`config.mk`:
```
export PLATFORM = sky130hd
export DESIGN_NAME = i2c_master_bit_engine_unit_flat
export DESIGN_NICKNAME = d
export VERILOG_FILES = /design/src/hw/rtl/i2cm_pkg.sv /design/src/hw/rtl/i2cm_if.sv /design/src/hw/rtl/i2cm_step.sv /design/src/hw/rtl/i2c_master_bit_engine_unit.sv /design/src/flat_wrapper.sv
export VERILOG_INCLUDE_DIRS = /design/src /design/src/hw/rtl
export SDC_FILE = /design/constraint.sdc
export NUM_CORES = 1
export LEC_CHECK = 0
export BUFFER_PORTS_ARGS = -buffer_cell sky130_fd_sc_hd__buf_4
export CELL_PAD_IN_SITES_DETAIL_PLACEMENT = 1
export CELL_PAD_IN_SITES_GLOBAL_PLACEMENT = 1
export CORE_MARGIN = 3
export CORE_UTILIZATION = 50
export CTS_CLUSTER_DIAMETER = 50
export DETAILED_ROUTE_END_ITERATION = 8
export GPL_TIMING_DRIVEN = 0
export PLACE_DENSITY_LB_ADDON = 0.05
export SYNTH_ARGS = -nofsm -noshare
export SYNTH_HDL_FRONTEND = slang
export SYNTH_HIERARCHICAL = 1
export SYNTH_SLANG_ARGS = --single-unit
```
`constraint.sdc`:
```
create_clock -name clk -period 4.1 [get_ports clk]
set_input_delay 0.615 -clock clk [delete_from_list [all_inputs] [get_ports clk]]
set_output_delay 0.615 -clock clk [all_outputs]
set_load 0.1 [all_outputs]
```
`src/hw/rtl/i2c_master_bit_engine_unit_defines.svh`:
```
// Assertion macros shared by the I2C master bit engine RTL.
// Define ASSERT_OFF to compile the checks out; no other dependencies.
`ifndef I2C_MASTER_BIT_ENGINE_UNIT_DEFINES_SVH
`define I2C_MASTER_BIT_ENGINE_UNIT_DEFINES_SVH

`ifndef ASSERT_OFF

// Same-cycle implication, disabled while reset is high.
`define I2CM_ASSERT_IMP(lbl, clk, rst, ante, cons) \
  lbl: assert property (@(posedge clk) disable iff (rst) (ante) |-> (cons)) \
    else $error("i2cm: same-cycle check failed");

// Next-cycle implication, disabled while reset is high.
`define I2CM_ASSERT_NXT(lbl, clk, rst, ante, cons) \
  lbl: assert property (@(posedge clk) disable iff (rst) (ante) |=> (cons)) \
    else $error("i2cm: next-cycle check failed");

`else

`define I2CM_ASSERT_IMP(lbl, clk, rst, ante, cons)
`define I2CM_ASSERT_NXT(lbl, clk, rst, ante, cons)

`endif

`endif

```
`src/hw/rtl/i2cm_pkg.sv`:
```
// Package for the I2C master bit engine: phase codes, command codes,
// register indexes, segment lengths and the state and request structs.
// No dependencies.
package i2cm_pkg;

  typedef enum logic [3:0] {
    PH_IDLE = 4'd0,
    PH_ST_A = 4'd1,
    PH_ST_B = 4'd2,
    PH_SP_A = 4'd3,
    PH_SP_B = 4'd4,
    PH_WR_D = 4'd5,
    PH_WR_H = 4'd6,
    PH_WR_L = 4'd7,
    PH_WA_A = 4'd8,
    PH_WA_B = 4'd9,
    PH_WA_P = 4'd10,
    PH_RD_L = 4'd11,
    PH_RD_H = 4'd12,
    PH_AK_L = 4'd13,
    PH_AK_H = 4'd14
  } phase_t;

  // Command codes carried in the mode field.
  localparam logic [2:0] MODE_START = 3'd0;
  localparam logic [2:0] MODE_STOP  = 3'd1;
  localparam logic [2:0] MODE_WRITE = 3'd2;
  localparam logic [2:0] MODE_WACK  = 3'd3;
  localparam logic [2:0] MODE_READ  = 3'd4;

  // Configuration register indexes.
  localparam logic CFG_DELAY_UNIT = 1'b0;
  localparam logic CFG_POLL_LIMIT = 1'b1;

  localparam logic [15:0] DELAY_UNIT_RESET = 16'd1;
  localparam logic [7:0]  POLL_LIMIT_RESET = 8'd250;

  // Segment lengths, stored as the number of further units after the first.
  localparam logic [1:0] SEG_FOUR_LEFT = 2'd3;
  localparam logic [1:0] SEG_TWO_LEFT  = 2'd1;
  localparam logic [1:0] SEG_ONE_LEFT  = 2'd0;

  localparam logic [3:0] BYTE_BITS = 4'd8;

  typedef struct packed {
    phase_t      phase;
    logic [3:0]  bit_index;
    logic [7:0]  shift_reg;
    logic [15:0] delay_count;
    logic [1:0]  units_left;
    logic [7:0]  poll_count;
    logic        ack_choice;
    logic [7:0]  rx_hold;
    logic        scl;
    logic        sda;
    logic        drv;
    logic        fail_flag;
  } state_t;

  localparam state_t STATE_RESET = '{
    phase:       PH_IDLE,
    bit_index:   4'd0,
    shift_reg:   8'd0,
    delay_count: 16'd0,
    units_left:  2'd0,
    poll_count:  8'd0,
    ack_choice:  1'b0,
    rx_hold:     8'd0,
    scl:         1'b1,
    sda:         1'b1,
    drv:         1'b1,
    fail_flag:   1'b0
  };

  typedef struct packed {
    logic       cmd_valid;
    logic [2:0] mode;
    logic [7:0] tx_byte;
    logic       send_ack;
    logic       sda_in;
  } cmd_item_t;

  typedef struct packed {
    logic       scl;
    logic       sda_out;
    logic       sda_drive;
    logic       ready_res;
    logic       done_res;
    logic [7:0] rx_byte;
    logic       ack_failed;
  } res_item_t;

endpackage

```
`src/hw/rtl/i2cm_if.sv`:
```
// Request and result channel interfaces of the I2C master bit engine.
// Valid/ready handshake with the payload fields; no dependencies.
interface i2cm_cmd_if;
  logic       valid;
  logic       ready;
  logic       cmd_valid;
  logic [2:0] mode;
  logic [7:0] tx_byte;
  logic       send_ack;
  logic       sda_in;

  modport source (output valid, cmd_valid, mode, tx_byte, send_ack, sda_in,
                  input ready);
  modport sink (input valid, cmd_valid, mode, tx_byte, send_ack, sda_in,
                output ready);
endinterface

interface i2cm_res_if;
  logic       valid;
  logic       ready;
  logic       scl;
  logic       sda_out;
  logic       sda_drive;
  logic       ready_res;
  logic       done_res;
  logic [7:0] rx_byte;
  logic       ack_failed;

  modport source (output valid, scl, sda_out, sda_drive, ready_res, done_res,
                  rx_byte, ack_failed, input ready);
  modport sink (input valid, scl, sda_out, sda_drive, ready_res, done_res,
                rx_byte, ack_failed, output ready);
endinterface

```
`src/hw/rtl/i2cm_step.sv`:
```
// One-tick transition logic of the I2C master bit engine.
// Depends on i2cm_pkg for the state, request and result types.
module i2cm_step import i2cm_pkg::*; (
  input  state_t      st,
  input  cmd_item_t   item,
  input  logic [15:0] delay_unit,
  input  logic [7:0]  poll_limit,
  output state_t      st_next,
  output res_item_t   result
);

  logic [15:0] unit_m1;
  logic [3:0]  bit_inc;
  logic [7:0]  shift_up;
  logic        done;

  // A zero delay unit behaves as a unit of one tick.
  assign unit_m1  = (delay_unit == 16'd0) ? 16'd0 : delay_unit - 16'd1;
  assign bit_inc  = st.bit_index + 4'd1;
  assign shift_up = {st.shift_reg[6:0], 1'b0};

  always_comb begin
    st_next = st;
    done    = 1'b0;
    if (st.phase == PH_IDLE) begin
      if (item.cmd_valid) begin
        case (item.mode)
          MODE_START: begin
            st_next.drv = 1'b1;
            st_next.sda = 1'b1;
            st_next.scl = 1'b1;
            st_next.phase = PH_ST_A;
            st_next.units_left = SEG_FOUR_LEFT;
            st_next.delay_count = unit_m1;
          end
          MODE_STOP: begin
            st_next.drv = 1'b1;
            st_next.scl = 1'b0;
            st_next.sda = 1'b0;
            st_next.phase = PH_SP_A;
            st_next.units_left = SEG_FOUR_LEFT;
            st_next.delay_count = unit_m1;
          end
          MODE_WRITE: begin
            st_next.shift_reg = item.tx_byte;
            st_next.bit_index = 4'd0;
            st_next.drv = 1'b1;
            st_next.scl = 1'b0;
            st_next.sda = item.tx_byte[7];
            st_next.phase = PH_WR_D;
            st_next.units_left = SEG_TWO_LEFT;
            st_next.delay_count = unit_m1;
          end
          MODE_WACK: begin
            st_next.fail_flag = 1'b0;
            st_next.poll_count = 8'd0;
            st_next.drv = 1'b0;
            st_next.sda = 1'b1;
            st_next.phase = PH_WA_A;
            st_next.units_left = SEG_ONE_LEFT;
            st_next.delay_count = unit_m1;
          end
          MODE_READ: begin
            st_next.shift_reg = 8'd0;
            st_next.bit_index = 4'd0;
            st_next.ack_choice = item.send_ack;
            st_next.drv = 1'b0;
            st_next.scl = 1'b0;
            st_next.phase = PH_RD_L;
            st_next.units_left = SEG_TWO_LEFT;
            st_next.delay_count = unit_m1;
          end
          default: begin
          end
        endcase
      end
    end else if (st.delay_count != 16'd0) begin
      st_next.delay_count = st.delay_count - 16'd1;
    end else if (st.units_left != 2'd0) begin
      st_next.units_left = st.units_left - 2'd1;
      st_next.delay_count = unit_m1;
    end else begin
      case (st.phase)
        PH_ST_A: begin
          st_next.sda = 1'b0;
          st_next.phase = PH_ST_B;
          st_next.units_left = SEG_FOUR_LEFT;
          st_next.delay_count = unit_m1;
        end
        PH_ST_B: begin
          st_next.scl = 1'b0;
          st_next.phase = PH_IDLE;
          done = 1'b1;
        end
        PH_SP_A: begin
          st_next.scl = 1'b1;
          st_next.sda = 1'b1;
          st_next.phase = PH_SP_B;
          st_next.units_left = SEG_FOUR_LEFT;
          st_next.delay_count = unit_m1;
        end
        PH_SP_B: begin
          st_next.phase = PH_IDLE;
          done = 1'b1;
        end
        PH_WR_D: begin
          st_next.scl = 1'b1;
          st_next.phase = PH_WR_H;
          st_next.units_left = SEG_TWO_LEFT;
          st_next.delay_count = unit_m1;
        end
        PH_WR_H: begin
          st_next.scl = 1'b0;
          st_next.phase = PH_WR_L;
          st_next.units_left = SEG_TWO_LEFT;
          st_next.delay_count = unit_m1;
        end
        PH_WR_L: begin
          st_next.bit_index = bit_inc;
          if (bit_inc >= BYTE_BITS) begin
            st_next.phase = PH_IDLE;
            done = 1'b1;
          end else begin
            st_next.shift_reg = shift_up;
            st_next.sda = shift_up[7];
            st_next.phase = PH_WR_D;
            st_next.units_left = SEG_TWO_LEFT;
            st_next.delay_count = unit_m1;
          end
        end
        PH_WA_A: begin
          st_next.scl = 1'b1;
          st_next.phase = PH_WA_B;
          st_next.units_left = SEG_ONE_LEFT;
          st_next.delay_count = unit_m1;
        end
        PH_WA_B, PH_WA_P: begin
          // One poll per tick while SCL is high.
          st_next.phase = PH_WA_P;
          if (!item.sda_in) begin
            st_next.scl = 1'b0;
            st_next.fail_flag = 1'b0;
            st_next.phase = PH_IDLE;
            done = 1'b1;
          end else if (st.poll_count >= poll_limit) begin
            // Timed out: flag it and run a stop condition.
            st_next.fail_flag = 1'b1;
            st_next.drv = 1'b1;
            st_next.scl = 1'b0;
            st_next.sda = 1'b0;
            st_next.phase = PH_SP_A;
            st_next.units_left = SEG_FOUR_LEFT;
            st_next.delay_count = unit_m1;
          end else begin
            st_next.poll_count = st.poll_count + 8'd1;
          end
        end
        PH_RD_L: begin
          st_next.scl = 1'b1;
          st_next.shift_reg = {st.shift_reg[6:0], item.sda_in};
          st_next.phase = PH_RD_H;
          st_next.units_left = SEG_ONE_LEFT;
          st_next.delay_count = unit_m1;
        end
        PH_RD_H: begin
          st_next.bit_index = bit_inc;
          st_next.scl = 1'b0;
          st_next.delay_count = unit_m1;
          st_next.units_left = SEG_TWO_LEFT;
          if (bit_inc >= BYTE_BITS) begin
            st_next.drv = 1'b1;
            st_next.sda = ~st.ack_choice;
            st_next.phase = PH_AK_L;
          end else begin
            st_next.phase = PH_RD_L;
          end
        end
        PH_AK_L: begin
          st_next.scl = 1'b1;
          st_next.phase = PH_AK_H;
          st_next.units_left = SEG_TWO_LEFT;
          st_next.delay_count = unit_m1;
        end
        PH_AK_H: begin
          st_next.scl = 1'b0;
          st_next.rx_hold = st.shift_reg;
          st_next.phase = PH_IDLE;
          done = 1'b1;
        end
        default: begin
          st_next.phase = PH_IDLE;
        end
      endcase
    end
  end

  always_comb begin
    result.scl        = st_next.scl;
    result.sda_out    = st_next.sda;
    result.sda_drive  = st_next.drv;
    result.ready_res  = (st_next.phase == PH_IDLE);
    result.done_res   = done;
    result.rx_byte    = st_next.rx_hold;
    result.ack_failed = st_next.fail_flag;
  end

endmodule

```
`src/hw/rtl/i2c_master_bit_engine_unit.sv`:
```
// Top level of the I2C master bit engine: state, configuration and result
// registers around the one-tick transition logic.
// Depends on i2cm_pkg, i2cm_if.sv, i2cm_step and the assertion macro header.

// The engine drives the SCL and SDA pins of an I2C bus one tick at a time.
// Every request on the cmd channel is one tick: it carries the sampled SDA
// level and may offer a command (start, stop, write byte MSB first, wait for
// acknowledge, read byte with ACK or NACK). Each request gives exactly one
// result on the res channel with the pin levels after that tick, the ready
// and done flags, the last received byte and the acknowledge failure flag.
// Commands are only taken when the engine is idle at the start of a tick.
// Bus timing is built from delay units of delay_unit_ticks ticks each
// (register 0, a zero value acts as one); the acknowledge wait gives up after
// ack_poll_limit + 1 high polls (register 1) and then issues a stop.
// Throughput is one request per clock cycle: the tick's whole transition is
// one pass of logic from the state register into the state and result
// registers, so a request is taken every cycle while the result register is
// empty or being drained. Each accepted request's result is registered.
// Configuration must only be written while the engine is idle.
`include "i2c_master_bit_engine_unit_defines.svh"

module i2c_master_bit_engine_unit import i2cm_pkg::*; (
  input  logic         clk,
  input  logic         rst,
  i2cm_cmd_if.sink     cmd,
  i2cm_res_if.source   res,
  input  logic         cfg_we,
  input  logic         cfg_index,
  input  logic [15:0]  cfg_data
);

  state_t      st;
  state_t      st_next;
  cmd_item_t   item;
  res_item_t   step_res;
  res_item_t   res_data;
  logic        res_valid;
  logic        cmd_ready;
  logic        cmd_fire;
  logic [15:0] delay_unit;
  logic [7:0]  poll_limit;
  logic        count_down;
  logic        fail_rise;
  logic        in_poll;

  // A request can enter whenever the result register is empty or its
  // content leaves in the same cycle.
  assign cmd_ready = !res_valid || res.ready;
  assign cmd_fire  = cmd.valid && cmd_ready;
  assign cmd.ready = cmd_ready;

  always_comb begin
    item.cmd_valid = cmd.cmd_valid;
    item.mode      = cmd.mode;
    item.tx_byte   = cmd.tx_byte;
    item.send_ack  = cmd.send_ack;
    item.sda_in    = cmd.sda_in;
  end

  i2cm_step u_step (
    .st         (st),
    .item       (item),
    .delay_unit (delay_unit),
    .poll_limit (poll_limit),
    .st_next    (st_next),
    .result     (step_res)
  );

  // Configuration registers.
  always_ff @(posedge clk) begin
    if (rst) begin
      delay_unit <= DELAY_UNIT_RESET;
      poll_limit <= POLL_LIMIT_RESET;
    end else if (cfg_we) begin
      case (cfg_index)
        CFG_DELAY_UNIT: delay_unit <= cfg_data;
        CFG_POLL_LIMIT: poll_limit <= cfg_data[7:0];
        default: begin
        end
      endcase
    end
  end

  // Engine state advances by one tick per accepted request.
  always_ff @(posedge clk) begin
    if (rst) begin
      st <= STATE_RESET;
    end else if (cmd_fire) begin
      st <= st_next;
    end
  end

  // Result register: the payload needs no reset, only its valid flag does.
  always_ff @(posedge clk) begin
    if (rst) begin
      res_valid <= 1'b0;
    end else if (cmd_fire) begin
      res_valid <= 1'b1;
    end else if (res.ready) begin
      res_valid <= 1'b0;
    end
  end

  always_ff @(posedge clk) begin
    if (cmd_fire) begin
      res_data <= step_res;
    end
  end

  assign res.valid      = res_valid;
  assign res.scl        = res_data.scl;
  assign res.sda_out    = res_data.sda_out;
  assign res.sda_drive  = res_data.sda_drive;
  assign res.ready_res  = res_data.ready_res;
  assign res.done_res   = res_data.done_res;
  assign res.rx_byte    = res_data.rx_byte;
  assign res.ack_failed = res_data.ack_failed;

  assign count_down = cmd_fire && (st.phase != PH_IDLE) && (st.delay_count != 16'd0);
  assign fail_rise  = cmd_fire && !st.fail_flag && st_next.fail_flag;
  assign in_poll    = (st.phase == PH_WA_B) || (st.phase == PH_WA_P);

  // Every accepted request leaves a result in the output register.
  `I2CM_ASSERT_NXT(a_result_follows, clk, rst, cmd_fire, res_valid)
  // A busy tick with time left in the segment only counts the delay down.
  `I2CM_ASSERT_NXT(a_delay_countdown, clk, rst, count_down, st.delay_count == $past(st.delay_count) - 16'd1)
  // The failure flag can only be raised by an acknowledge poll.
  `I2CM_ASSERT_IMP(a_fail_from_poll, clk, rst, fail_rise, in_poll)
  // The bit counter never runs past one byte.
  `I2CM_ASSERT_IMP(a_bit_range, clk, rst, 1'b1, st.bit_index <= BYTE_BITS)

endmodule
```
`src/flat_wrapper.sv`:
```
// flat-port wrapper written by rule: the top's interface ports become plain ports
module i2c_master_bit_engine_unit_flat import i2cm_pkg::*;
  (clk, rst, cfg_we, cfg_index, cfg_data, cmd_valid, cmd_cmd_valid, cmd_mode, cmd_tx_byte, cmd_send_ack, cmd_sda_in, cmd_ready, res_valid, res_scl, res_sda_out, res_sda_drive, res_ready_res, res_done_res, res_rx_byte, res_ack_failed, res_ready);
  i2cm_cmd_if cmd_i ();
  i2cm_res_if res_i ();
  input  logic clk;
  input  logic rst;
  input  logic cfg_we;
  input  logic cfg_index;
  input  logic [15:0] cfg_data;
  input wire logic [$bits(cmd_i.valid)-1:0] cmd_valid;
  input wire logic [$bits(cmd_i.cmd_valid)-1:0] cmd_cmd_valid;
  input wire logic [$bits(cmd_i.mode)-1:0] cmd_mode;
  input wire logic [$bits(cmd_i.tx_byte)-1:0] cmd_tx_byte;
  input wire logic [$bits(cmd_i.send_ack)-1:0] cmd_send_ack;
  input wire logic [$bits(cmd_i.sda_in)-1:0] cmd_sda_in;
  output wire logic [$bits(cmd_i.ready)-1:0] cmd_ready;
  output wire logic [$bits(res_i.valid)-1:0] res_valid;
  output wire logic [$bits(res_i.scl)-1:0] res_scl;
  output wire logic [$bits(res_i.sda_out)-1:0] res_sda_out;
  output wire logic [$bits(res_i.sda_drive)-1:0] res_sda_drive;
  output wire logic [$bits(res_i.ready_res)-1:0] res_ready_res;
  output wire logic [$bits(res_i.done_res)-1:0] res_done_res;
  output wire logic [$bits(res_i.rx_byte)-1:0] res_rx_byte;
  output wire logic [$bits(res_i.ack_failed)-1:0] res_ack_failed;
  input wire logic [$bits(res_i.ready)-1:0] res_ready;
  assign cmd_i.valid = cmd_valid;
  assign cmd_i.cmd_valid = cmd_cmd_valid;
  assign cmd_i.mode = cmd_mode;
  assign cmd_i.tx_byte = cmd_tx_byte;
  assign cmd_i.send_ack = cmd_send_ack;
  assign cmd_i.sda_in = cmd_sda_in;
  assign cmd_ready = cmd_i.ready;
  assign res_valid = res_i.valid;
  assign res_scl = res_i.scl;
  assign res_sda_out = res_i.sda_out;
  assign res_sda_drive = res_i.sda_drive;
  assign res_ready_res = res_i.ready_res;
  assign res_done_res = res_i.done_res;
  assign res_rx_byte = res_i.rx_byte;
  assign res_ack_failed = res_i.ack_failed;
  assign res_i.ready = res_ready;
  i2c_master_bit_engine_unit u_core (.clk(clk), .rst(rst), .cmd(cmd_i), .res(res_i), .cfg_we(cfg_we), .cfg_index(cfg_index), .cfg_data(cfg_data));
endmodule
```
==> reports/results.ini <==
[sta]
fmax_mhz = 298
tns_ps = 0
layout_min_cycle_time_ps = 3360
drv_slew = 0
finalHoldViolCount = 0
tightest_slew_ps = 962
skew_ps = 8.93
setup_viol = 0
fin_crit_sh = 0.819
rsz0062_at_grt = no
whs_ps = 467
slew_headroom = 0.354

[setup_path]
timing.rr.end = u_core/st[3]
r2r_start = u_core/st[53]
crit_family = buffers and inverters
cp_common_cell = clkbuf_1
crit_start = u_core/st[53]
worstSetupPathType = register to register
arrival_ps = 3600
cp-end-kind = register
critPathMaxStageDelay_ps = 660
path_cells = clkbuf_1, or4_1, buf_2, clkbuf_1, clkbuf_1, nor2_1, a21oi_1, nand2_1, buf_4, nor2_1, mux2i_1
cpMaxStageDelayCell = clkbuf_1
crit_fanout = 10
rr_worst_depth = 11
critPathBufInv = 5
worstPathRequired_ps = 4340
r2r_slack_ps = 740
startpoint_type = register

[global_route]
grtUsageTotal = 0.342
first_global_vias = 7610
grt_max_degree = 18
antenna_found_initial = 0
grt.overflow.total = 0
grt_pass1_wl_um = 40800

[synth]
yosysSeqAreaShare = 0.290
ys_warn_count = 6
ys_async_sr_fraction = 0
ys_top_cells_by_area = dfxtp_1 (23%), a21bo_1 (7.5%), a21oi_1 (6.3%)
syn-num-nets = 915
avgSynthCellArea_um2 = 8.03
ys_seq_elements = 94
synth-edff-count = 14
synth_commonest_cells = a21oi_1 (88), nand2_1 (86), nand3_1 (82)
synth_ff_type = dfxtp_1
synthMostInstantiatedCell = a21oi_1
syn_area_um2 = 6960
netlist.area_leader.share = 0.230
synthCells = 867
synth_cell_types = 81
synth_top_area_cell = dfxtp_1

[hold_path]
hold_depth = 1
hp-start = u_core/poll_limit[4]
min_to = u_core/poll_limit[4]
min_path_type = register to register

[cells_and_area]
area_growth_pct = 12.5
multi_input_area_um2 = 4350
n_fill_cell = 1704
regArea_um2 = 2020
layout.nets = 975
final_cell_count_no_fill = 1108
drive_gt1_frac = 0.177
n_antenna_cell = 0

[floorplanning]
dieHeight_um = 124
rows = 42
dieArea_um2 = 15400
num_io_pins = 52
fp.dieW_um = 124
coreArea_um2 = 13500
start_util = 0.517

[clock_network]
cts_sinks = 94
cts_root_buf = clkbuf_16
cts_made_buffers = 9
cts-htree-levels = 3
clk_latency_ps = 360
cts_buffer_depth = 2
post_cts_buffers = 0
cts_resized = 0
cts_tree = yes
hold_buffers = 0
path_clk_slew_ps = 70

[detailed_routing]
num_vias = 7400
dr.pass1.iters = 6
drt_iter0_drc = 696
routed_wl_um = 26100
wl_per_cell_um = 23.5
drc = 0
vias_per_cell = 6.68
ant_nets = 0

[run_status]
status = finished, final reports clean

[pwr]
power_density_nw_per_um2 = 440
irDropWorstVdd_mv = 0.257
leakage_uw = 0.00301

[placement]
dp_hpwl_um = 18900
port-buffer-count = 49
numPlacedInstances = 1092
place_congestion = 0.970

[flow_run]
cap_viol_max_count = 0

[worst register-to-register path, stage by stage, from the launching register on]
cell and delay [ps]:
dfxtp_1 380, clkbuf_1 420, or4_1 180, buf_2 280, clkbuf_1 540, clkbuf_1 670, nor2_1 180, a21oi_1 160
nand2_1 100, buf_4 150, nor2_1 100, mux2i_1 90
[kinds of logic (layout without fill, tap and decap cells)]
| group | after synthesis | after routing | share of synthesized area |
|---|---|---|---|
| buffers and inverters | 98 | 163 | 0.0856 |
| adders and majority gates | 12 | 12 | 0.0216 |
| xor gates and xnor gates | 18 | 18 | 0.0226 |
| DFF | 94 | 94 | 0.290 |
| muxes | 28 | 28 | 0.0422 |
| and+or+nand+nor | 339 | 339 | 0.253 |
| AOI/OAI and AO/OA | 278 | 278 | 0.285 |
[cell type report]
class,count,share of cell area
multi-input cells,675,0.556
well taps,176,0.0281
inverters,17,0.00815
clock inverters,6,0.00543
flip-flops and latches,94,0.258
plain buffers,81,0.0679
repair buffers,49,0.0470
clock buffers,10,0.0292
[power breakdown]
group | internal (uW) | switching (uW) | total [uW]
clock network | 416 | 403 | 820
logic | 505 | 1040 | 1540
registers | 1000 | 80.6 | 1080
total | 1920 | 1520 | 3440
[metal layers]
metal  global-route usage  share of wire  vias to the layer above
li1                     -              -                     3286
met1                0.415           0.40                     3637
met2                0.585           0.48                      375
met3               0.0604          0.070                      102
met4                0.166          0.046                        0
met5                    0              0                        -
[cell usage in the layout, fill, tap and decap left out, drive strengths merged, types with 6 or more instances in the layout]
cell type / n
a211o: 10
a21bo: 52
a21oi: 101
a221o: 7
a31oi: 10
and2: 7
and3: 8
buf: 102
clkbuf: 38
dfxtp: 80
edfxtp: 14
ha: 12
inv: 20
mux2: 11
mux2i: 17
nand2: 96
nand2b: 9
nand3: 82
nand3b: 7
nand4: 6
nor2: 58
nor2b: 7
nor3: 24
nor4: 11
o211ai: 6
o21ai: 39
o31ai: 10
or4: 6
xnor2: 8
xor2: 10
[stage by stage]
stage	util	worst slack, ps	power (uW)	instance area (um^2)
finish	0.582	741	3440	7830
global route	0.582	592	3580	7830
CTS	0.581	744	3390	7820
detailed placement	0.561	811	2570	7550
global placement	0.561	908	2530	7550
floorplan	-	1500	2120	6960
[sequential cells by signal (all words and copies together) (netlist names), 8 cells and up]
register / count
u_core/st: 55
u_core/res.rx_byte: 8
u_core/delay_unit: 16
u_core/poll_limit: 8
[worst max-delay path by stage]
stage,end,cells after the start
after floorplan,u_core/st[33],12
after CTS,u_core/st[40],8
after global routing,u_core/st[3],11
after global placement,u_core/st[1],9
final,u_core/st[3],11
after detailed placement,u_core/st[46],8
No activity file was read; power rests on OpenSTA's default activity.
